$ cat config.mk
export PLATFORM = sky130hd
export DESIGN_NAME = lru_page_replacement_top
export DESIGN_NICKNAME = d
export VERILOG_FILES = /design/src/hdl/lprc_pkg.sv /design/src/hdl/lprc_cell.sv /design/src/hdl/lru_page_replacement_top.sv
export VERILOG_INCLUDE_DIRS = /design/src /design/src/hdl
export SDC_FILE = /design/constraint.sdc
export NUM_CORES = 1
export LEC_CHECK = 0
export ABC_CLOCK_PERIOD_IN_PS = 5150
export CORE_MARGIN = 5
export CORE_UTILIZATION = 65
export DETAILED_ROUTE_END_ITERATION = 12
export DONT_BUFFER_PORTS = 1
export GPL_ROUTABILITY_DRIVEN = 1
export GPL_TIMING_DRIVEN = 0
export PLACE_DENSITY = 0.9
export SYNTH_ARGS = -nofsm -noshare
export SYNTH_HDL_FRONTEND = slang
export SYNTH_SLANG_ARGS = --single-unit
$ cat constraint.sdc
create_clock -name i_clk -period 5.15 [get_ports i_clk]
set_input_delay 1.03 -clock i_clk [delete_from_list [all_inputs] [get_ports i_clk]]
set_output_delay 1.03 -clock i_clk [all_outputs]
set_load 0.01 [all_outputs]
$ cat src/hdl/assert_macros.svh
// Assertion helpers, clocked on i_clk and held off while i_rst_n is low.
`ifndef ASSERT_MACROS_SVH
`define ASSERT_MACROS_SVH

// Same-cycle implication.
`define CHK_NOW(label, ante, cons, msg) \
    label: assert property (@(posedge i_clk) disable iff (!i_rst_n) \
        (ante) |-> (cons)) else $error(msg);

// Next-cycle implication.
`define CHK_NEXT(label, ante, cons, msg) \
    label: assert property (@(posedge i_clk) disable iff (!i_rst_n) \
        (ante) |=> (cons)) else $error(msg);

`endif

$ cat src/hdl/lprc_pkg.sv
`timescale 1ns / 1ps
`default_nettype none

package lprc_pkg;

    localparam int PAGE_W        = 16;   // page port width
    localparam int IDX_W         = 4;    // frame index / age rank width
    localparam int CNT_W         = 16;   // fault counter width
    localparam int FRAMES_DEF    = 3;
    localparam int PAGE_BITS_DEF = 16;

    localparam logic [CNT_W-1:0] COUNT_MAX = {CNT_W{1'b1}};

    // Forward chain: first-match search and fill position.
    typedef struct packed {
        logic             hit_seen;    // some earlier cell matched
        logic [IDX_W-1:0] hit_age;     // age rank of the matching cell
        logic             valid_prev;  // previous cell holds a page
    } t_chain;

    // Broadcast from the top level to every cell while a request is processed.
    typedef struct packed {
        logic             active;
        logic             eos;
        logic             any_hit;
        logic             full;
        logic [IDX_W-1:0] hit_age;
    } t_bcast;

endpackage

`default_nettype wire

$ cat src/hdl/lprc_cell.sv
`timescale 1ns / 1ps
`default_nettype none

// One frame: page, valid flag and LRU age rank (0 = most recent).
module lprc_cell import lprc_pkg::*; #(
    parameter int IDX    = 0,
    parameter int FRAMES = FRAMES_DEF,
    parameter int P_W    = PAGE_BITS_DEF
) (
    input  wire logic             i_clk,
    input  wire logic             i_rst_n,
    input  wire t_bcast           i_bcast,
    input  wire logic [P_W-1:0]   i_page,
    input  wire t_chain           i_chain,
    output t_chain                o_chain,
    input  wire logic [IDX_W-1:0] i_idx,
    output logic      [IDX_W-1:0] o_idx,
    input  wire logic [P_W-1:0]   i_vic,
    output logic      [P_W-1:0]   o_vic,
    output logic                  o_sel
);

    localparam int REC_W = (FRAMES > 1) ? $clog2(FRAMES) : 1;

    logic             r_valid;
    logic [REC_W-1:0] r_rec;
    logic [P_W-1:0]   r_page;

    logic             w_match;
    logic             w_hit_here;
    logic             w_fill_here;
    logic             w_victim_here;
    logic [IDX_W-1:0] w_rec4;

    always_comb begin
        w_rec4        = IDX_W'(r_rec);
        w_match       = r_valid && (r_page == i_page);
        w_hit_here    = w_match && !i_chain.hit_seen;
        w_fill_here   = !r_valid && i_chain.valid_prev;
        w_victim_here = r_valid && (w_rec4 == IDX_W'(FRAMES - 1));

        o_chain.hit_seen   = i_chain.hit_seen | w_match;
        o_chain.hit_age    = i_chain.hit_age | (w_hit_here ? w_rec4 : '0);
        o_chain.valid_prev = r_valid;

        if (i_bcast.any_hit) begin
            o_sel = i_bcast.active && w_hit_here;
        end else if (i_bcast.full) begin
            o_sel = i_bcast.active && w_victim_here;
        end else begin
            o_sel = i_bcast.active && w_fill_here;
        end

        o_idx = i_idx | (o_sel ? IDX_W'(IDX) : '0);
        o_vic = i_vic | ((o_sel && !i_bcast.any_hit && i_bcast.full) ? r_page : '0);
    end

    always_ff @(posedge i_clk) begin
        if (!i_rst_n) begin
            r_valid <= 1'b0;
            r_rec   <= '0;
        end else if (i_bcast.active) begin
            if (i_bcast.eos) begin
                r_valid <= 1'b0;
                r_rec   <= '0;
            end else if (o_sel) begin
                r_valid <= 1'b1;
                r_rec   <= '0;
            end else if (r_valid && (!i_bcast.any_hit || (w_rec4 < i_bcast.hit_age))) begin
                r_rec <= r_rec + REC_W'(1);
            end
        end
    end

    // Page store: written on a miss into this frame, no reset needed.
    always_ff @(posedge i_clk) begin
        if (i_bcast.active && o_sel && !i_bcast.any_hit) begin
            r_page <= i_page;
        end
    end

endmodule

`default_nettype wire

$ cat src/hdl/lru_page_replacement_top.sv
`timescale 1ns / 1ps
`default_nettype none

// Channel   | Direction | Handshake              | Payload
// ----------+-----------+------------------------+---------------------------------------
// request   | in        | start & !busy          | i_page, i_end_of_string
// result    | out       | o_strobe (one cycle)   | o_fault, o_frame_index, o_evicted,
//           |           |                        | o_evicted_page, o_fault_count
//
// Each request is registered, passes through the chain of frame cells
// (match, fill/victim pick, age update), and its result is registered.
// busy is high for the one cycle the chain is working; a new request can be
// taken in the cycle its predecessor's result is on the ports.
// Synchronous active-low reset empties all frames and clears the fault count.
// The receiver cannot stall; each result shows for exactly one cycle.
module lru_page_replacement_top import lprc_pkg::*; #(
    parameter int FRAMES    = FRAMES_DEF,
    parameter int PAGE_BITS = PAGE_BITS_DEF
) (
    input  wire logic              i_clk,
    input  wire logic              i_rst_n,
    input  wire logic              start,
    output logic                   busy,
    input  wire logic [PAGE_W-1:0] i_page,
    input  wire logic              i_end_of_string,
    output logic                   o_strobe,
    output logic                   o_fault,
    output logic [IDX_W-1:0]       o_frame_index,
    output logic                   o_evicted,
    output logic [PAGE_W-1:0]      o_evicted_page,
    output logic [CNT_W-1:0]       o_fault_count
);

`include "assert_macros.svh"

    // Stored page width: bits above PAGE_BITS are ignored.
    localparam int P_W = (PAGE_BITS < PAGE_W) ? PAGE_BITS : PAGE_W;

    // Registered request
    logic             r_busy;
    logic [P_W-1:0]   r_page;
    logic             r_eos;
    logic [CNT_W-1:0] r_fault_total;

    // Registered result
    logic              r_strobe;
    logic              r_fault;
    logic [IDX_W-1:0]  r_frame_index;
    logic              r_evicted;
    logic [PAGE_W-1:0] r_evicted_page;
    logic [CNT_W-1:0]  r_fault_count;

    logic [CNT_W-1:0]  n_fault_total;

    // Cell chains
    t_chain           w_chain [0:FRAMES];
    logic [IDX_W-1:0] w_idx   [0:FRAMES];
    logic [P_W-1:0]   w_vic   [0:FRAMES];
    logic [FRAMES-1:0] w_sel;
    t_bcast           w_bcast;

    assign w_chain[0] = '{hit_seen: 1'b0, hit_age: '0, valid_prev: 1'b1};
    assign w_idx[0]   = '0;
    assign w_vic[0]   = '0;

    // Chain end tells every cell whether it was a hit and whether frames are full.
    always_comb begin
        w_bcast.active  = r_busy;
        w_bcast.eos     = r_eos;
        w_bcast.any_hit = w_chain[FRAMES].hit_seen;
        w_bcast.full    = w_chain[FRAMES].valid_prev;
        w_bcast.hit_age = w_chain[FRAMES].hit_age;
    end

    for (genvar g = 0; g < FRAMES; g++) begin : g_cell
        lprc_cell #(
            .IDX    (g),
            .FRAMES (FRAMES),
            .P_W    (P_W)
        ) u_cell (
            .i_clk   (i_clk),
            .i_rst_n (i_rst_n),
            .i_bcast (w_bcast),
            .i_page  (r_page),
            .i_chain (w_chain[g]),
            .o_chain (w_chain[g+1]),
            .i_idx   (w_idx[g]),
            .o_idx   (w_idx[g+1]),
            .i_vic   (w_vic[g]),
            .o_vic   (w_vic[g+1]),
            .o_sel   (w_sel[g])
        );
    end

    // Running fault count, saturating; includes this request.
    always_comb begin
        if (w_bcast.any_hit || (r_fault_total == COUNT_MAX)) begin
            n_fault_total = r_fault_total;
        end else begin
            n_fault_total = r_fault_total + CNT_W'(1);
        end
    end

    always_ff @(posedge i_clk) begin
        if (!i_rst_n) begin
            r_busy        <= 1'b0;
            r_strobe      <= 1'b0;
            r_fault_total <= '0;
        end else begin
            r_strobe <= r_busy;
            if (r_busy) begin
                r_busy        <= 1'b0;
                r_fault_total <= r_eos ? '0 : n_fault_total;
            end else if (start) begin
                r_busy <= 1'b1;
            end
        end
    end

    // Payload registers
    always_ff @(posedge i_clk) begin
        if (start && !r_busy) begin
            r_page <= i_page[P_W-1:0];
            r_eos  <= i_end_of_string;
        end
        if (r_busy) begin
            r_fault        <= !w_bcast.any_hit;
            r_frame_index  <= w_idx[FRAMES];
            r_evicted      <= !w_bcast.any_hit && w_bcast.full;
            r_evicted_page <= PAGE_W'(w_vic[FRAMES]);
            r_fault_count  <= n_fault_total;
        end
    end

    assign busy           = r_busy;
    assign o_strobe       = r_strobe;
    assign o_fault        = r_fault;
    assign o_frame_index  = r_frame_index;
    assign o_evicted      = r_evicted;
    assign o_evicted_page = r_evicted_page;
    assign o_fault_count  = r_fault_count;

    // Every request picks exactly one frame.
    `CHK_NOW(a_one_frame, r_busy, $onehot(w_sel), "request did not select exactly one frame")
    // A result follows every working cycle.
    `CHK_NEXT(a_result_follows, r_busy, o_strobe, "missing result after chain pass")
    // An eviction only ever comes with a fault.
    `CHK_NOW(a_evict_is_fault, o_strobe && o_evicted, o_fault, "eviction reported on a hit")

endmodule

`default_nettype wire

Word level (Yosys, flattened, before mapping)
Cells that the tools add are included.
{"block": "word_totals", "ff_bits": 130, "in_bits": 20, "out_inout_bits": 40}
{"block": "classes", "n_addsub": 4, "order_cmp": 3, "n_eq_ne": 7, "muxes": 32, "n_bitwise": 8, "reduce_logical": 60}
{"operator": "16-bit 2-to-1 mux", "n": 5}
{"operator": "16-bit equality test", "n": 3}
{"operator": "1-bit logical AND", "n": 36}
{"operator": "16-bit OR", "n": 2}
{"operator": "2-bit 2-to-1 mux", "n": 13}
{"operator": "16-bit by 1-bit adder with 16-bit output, second input constant", "n": 1}
{"operator": "16-bit equality test, second input constant", "n": 1}
{"operator": "1-bit 2-to-1 mux", "n": 14}
{"operator": "2-bit by 4-bit less-than comparator with 1-bit output", "n": 3}
{"operator": "2-bit AND reduction", "n": 6}
{"operator": "3-bit nonzero test", "n": 3}
{"operator": "1-bit logical NOT", "n": 7}
{"operator": "2-bit by 1-bit adder with 2-bit output, second input constant", "n": 3}
{"operator": "2-bit equality test, second input constant", "n": 3}
{"operator": "2-bit nonzero test", "n": 3}
{"operator": "1-bit logical OR", "n": 4}
{"operator": "1-bit by 4-bit OR with 4-bit output", "n": 1}
{"operator": "2-bit by 4-bit OR with 4-bit output", "n": 1}
{"operator": "4-bit OR", "n": 1}
{"operator": "1-bit OR", "n": 2}
{"operator": "2-bit OR reduction", "n": 1}
{"operator": "1-bit inverter", "n": 1}

Longest topological paths before layout
{"block": "depth", "word_depth": 13, "ltp_mapped": 14}

Cells and area by module
Synthesis repeated with hierarchy kept, for this count alone.
{"block": "hier_totals", "hier_cells": 506, "hier_area_um2": 6293.5}
{"mod": "lru_page_replacement_top", "instances": 1, "cells_per_inst": 193, "area_each_um2": 2797.7, "seq_area_each_um2": 2011.9}
{"mod": "lprc_cell at g_cell[1].u_cell ...", "instances": 2, "cells_per_inst": 103, "area_each_um2": 1153.6, "seq_area_each_um2": 540.5}
{"mod": "lprc_cell at g_cell[0].u_cell", "instances": 1, "cells_per_inst": 107, "area_each_um2": 1188.6, "seq_area_each_um2": 540.5}

Worst setup path before layout
OpenSTA, ideal clock, no wires.
{"block": "synth_timing", "path_type": "reg2reg", "startpoint": "reg r_page[0]", "endpoint": "reg g_cell[1].u_cell.r_rec[1]", "setup_time_ps": 120, "arrival_time_ps": 3149, "required_time_ps": 5030, "slack_ps": 1881, "path_stages_with_launch": 13, "n_path_buf": 0, "synth_period_minus_slack_ps": 3269, "cell_sequence": "edfxtp_1 xor2_1 or4b_4 nor4_4 and2_4 o21ai_0 mux2i_1 ha_1 nor2_1 and3_1 o31ai_1 nor4b_1 o31a_1"}
{"block": "synth_between", "elab_chain_len": 12}
{"element": "start: declaration", "line_no": "lru_page_replacement_top.sv:41", "rtl": "logic [P_W-1:0] r_page;"}
{"element": "start signal: assignment", "line_no": "lru_page_replacement_top.sv:123", "rtl": "r_page <= i_page[P_W-1:0];"}
{"element": "16-bit equality test", "line_no": "lprc_cell.sv:37", "rtl": "w_match = r_valid && (r_page == i_page);"}
{"element": "1-bit logical AND", "line_no": "lprc_cell.sv:37"}
{"element": "1-bit logical NOT / 1-bit OR (equally long branches)", "line_no": "lprc_cell.sv:38, lprc_cell.sv:42"}
{"element": "1-bit logical AND / 1-bit logical NOT (equally long branches)", "line_no": "lprc_cell.sv:38", "rtl": "w_hit_here = w_match && !i_chain.hit_seen;"}
{"element": "2-bit 2-to-1 mux / 1-bit logical AND (equally long branches)", "line_no": "lprc_cell.sv:43, lprc_cell.sv:38"}
{"element": "2-bit by 4-bit OR with 4-bit output / 2-bit 2-to-1 mux (equally long branches)", "line_no": "lprc_cell.sv:43", "rtl": "o_chain.hit_age = i_chain.hit_age | (w_hit_here ? w_rec4 : '0);"}
{"element": "4-bit OR", "line_no": "lprc_cell.sv:43"}
{"element": "2-bit by 4-bit less-than comparator with 1-bit output", "line_no": "lprc_cell.sv:69", "rtl": "end else if (r_valid && (!i_bcast.any_hit || (w_rec4 < i_bcast.hit_age))) begin"}
{"element": "1-bit logical OR", "line_no": "lprc_cell.sv:69"}
{"element": "1-bit logical AND", "line_no": "lprc_cell.sv:69"}
{"element": "3-bit nonzero test (no line)"}
{"element": "2-bit AND reduction (no line)"}
{"element": "end signal: assignment", "line_no": "lprc_cell.sv:70", "rtl": "r_rec <= r_rec + REC_W'(1);"}
{"element": "end: declaration", "line_no": "lprc_cell.sv:26", "rtl": "logic [REC_W-1:0] r_rec;"}
Several ways; a longest one is shown, not always the timed one.
A chain may end at the register's enable or synchronous reset.

Worst setup path in the final report
{"block": "layout_timing", "startpoint": "reg r_page[13]", "endpoint": "reg g_cell[1].u_cell.r_rec[1]"}
The elaborated chain is that of the path after synthesis.

==> run metrics <==
Syn Inst Count 459; via count 3,978; main area contributors after synthesis edfxtp_1 (51%), dfxtp_1 (9.1%), xor2_1 (5.2%); Final GP Congestion 0.908; # Post-CTS Setup Buffers 0; leak pwr 2.30 nW; CP endpoint kind flip-flop; post-cts hold buffer count 0; Top Metal Used met4; Final setup violation count 0; WP buf/inv 1; Comb power frac 0.035; Hold Path Class reg -> reg; CP arrival 4120 ps; final period utilization 0.720; CTS max path bufs 2; Clock Skew 10.8 ps; number of CTS-inserted buffers 17; Critical Path RT 5560 ps; num rows 34; setup TNS 0 ps; Cell variety after synth 60; final setup margin 1440 ps; Setup CP Type reg -> reg; clock power share 0.483; minimum clock period 3710 ps; Initial Util 0.671; die height 105 µm; vias per cell 6.62; initial antenna violation count 0; clock root cell clkbuf_8; status completed; proportion of layout cells with a drive suffix above 1 0.116; final cell count without fillers 601; maximum VDD drop 0.280 mV; Internal Pwr Total 1.91 mW; drt total wl 13.2 mm; area of the mapped netlist 5910 µm²; CP cell instances xor2_1 -> nor4_1 -> nand4_1 -> nor4_4 -> inv_1 -> mux2i_1 -> ha_1 -> nor2_1 -> and3_1 -> o31ai_1 -> nor4b_1 -> o31a_1; Synth-to-Final Area Change 12.6%; hpwl dp 8.46 mm; switch share 0.218; vias in the first global route 3,990; Flop pwr share 0.482; number of I/O pins 60; Post-synth ARST share 0; CTS clock-pin slew for the worst setup and hold paths 60 ps; drt drc 0; top-area cell type share of the netlist area 0.513; startpoint types flip-flop; Crit path max-delay family simple AND/OR/NAND/NOR gates; All-Layer GR Usage 0.249; Synth area leader edfxtp_1; Seq/Total Area, Yosys 0.605; Yosys warning total 0; PortBufs 0; Final Slew Violations 0; pre-CTS WS 1470 ps; slew of the pin with the lowest slew margin 984 ps; first-pass GRT wire length 21.2 mm; number of DRC markers in iteration 0 435; Synth Register Bits 128; pin count of the biggest net entering global routing 31; met1 wire length 5.36 mm; clk_lat worst skew 530 ps; Syn Area/Cell 12.9 µm²; DR WL/cell 21.9 µm; cts repair resizes 0; Max Freq 270 MHz; EDFF count, synth 101; CTS H-tree lvls 4; Die Wd 105 µm; detailed-router iteration count before antenna repair 6; routed wl met2 6.42 mm; Routed Antenna Nets 0; Largest stage delay, worst path 570 ps; Sink Count 128; nets 507; PD cells 367 nW/µm²; critical-path maximum fanout 6; routed wl met3 1.05 mm; overall power 2.44 mW; die area 11,100 µm²; Core Area 8810 µm²; RSZ-0062 raised after global routing no; Switching Power 533 µW; final hold slack 527 ps; Max-Cap Viols 0; CTS tree done; Slew headroom 0.344; dpl cells 569; grt ovf 0; CP max-delay cell nor4_4; Main synth FF type edfxtp_1; final hold violations 0
## final timing paths
kind,cells after the start,endpoint,slack (ps),startpoint
worst min register to register,1,r_fault_total[0],530,r_fault_total[0]
worst min-delay path,1,r_fault_total[0],530,r_fault_total[0]
worst max register to register,12,g_cell[1].u_cell.r_rec[1],1440,r_page[13]
worst max-delay path,12,g_cell[1].u_cell.r_rec[1],1440,r_page[13]
## synthesized netlist by cell type, types with 8 or more instances
library cell	number
a31oi_1	10
o21ai_0	14
xor2_1	35
edfxtp_1	101
nand4_1	12
o31ai_1	8
dfxtp_1	27
a221o_1	16
nand2_1	28
nor2_1	17
clkbuf_1	14
and3_1	12
nor4_1	10
and2_1	23
xnor2_1	28
## cells in the final DEF, fill, tap and decap left out, types with 4 or more instances in the layout
| cell type | n |
|---|---|
| xor2_1 | 35 |
| nor2_1 | 17 |
| nand3_1 | 7 |
| inv_1 | 6 |
| xnor2_1 | 28 |
| and2_1 | 23 |
| a221o_1 | 16 |
| nand4_1 | 12 |
| a22o_1 | 6 |
| and3_1 | 12 |
| nand2_1 | 28 |
| a21oi_1 | 7 |
| clkbuf_16 | 16 |
| nor2b_1 | 4 |
| dfxtp_1 | 26 |
| edfxtp_1 | 101 |
| nor4_1 | 10 |
| o21ai_0 | 14 |
| o31ai_1 | 8 |
| mux2i_1 | 5 |
| ha_1 | 7 |
| clkbuf_1 | 15 |
| a31oi_1 | 10 |
## cell families after synthesis
logic type / count (synthesis) / share of synthesized area
muxes: 7 / 0.0123
other: 1 / 0.000634
DFF: 128 / 0.605
AOI/OAI and AO/OA: 79 / 0.101
xor gates and xnor gates: 63 / 0.0934
adders and majority gates: 7 / 0.0148
buffers and inverters: 26 / 0.0207
and+or+nand+nor: 148 / 0.152
## power groups by stage
| stage | registers (mW) | logic, mW | clock network (mW) |
|---|---|---|---|
| finish | 1.18 | 0.0862 | 1.18 |
| global route | 1.18 | 0.0919 | 1.24 |
| CTS | 1.18 | 0.0843 | 1.19 |
| detailed placement | 1.20 | 0.0825 | 0 |
| global placement | 1.20 | 0.0748 | 0 |
| floorplan | 1.19 | 0.0558 | 0 |
## state kept, by name (all words and copies together) (netlist names), 2 cells and up
| signal | count |
|---|---|
| g_cell.u_cell.r_page | 48 |
| g_cell.u_cell.r_rec | 6 |
| g_cell.u_cell.r_valid | 3 |
| o_evicted_page | 16 |
| o_fault_count | 16 |
| o_frame_index | 2 |
| r_fault_total | 16 |
| r_page | 16 |
## per-layer routing
layer / GRT usage / vias to the layer above
li1: - / 1791
met1: 0.322 / 1930
met2: 0.397 / 221
met3: 0.0666 / 36
met4: 0.105 / 0
met5: 0 / -
## final cells by class
class                      count  area [µm²]
antenna                        1        2.50
buffer                        20         100
clock buffer                  18         418
clock inverter                13         164
fill                         516        2150
inverter                       6        22.5
multi-input combinational    306        2220
sequential                   128        3570
tap                          108         135
timing repair buffer           1        20.0
## metrics by stage
step	utilization	instance area, µm²
6_report	0.756	6660
3_5_place_dp	0.690	6070
4_1_cts	0.756	6660
2_1_floorplan	-	5910
5_1_grt	0.756	6660
3_3_place_gp	0.687	6050
Power figures use the tool's default switching activity.
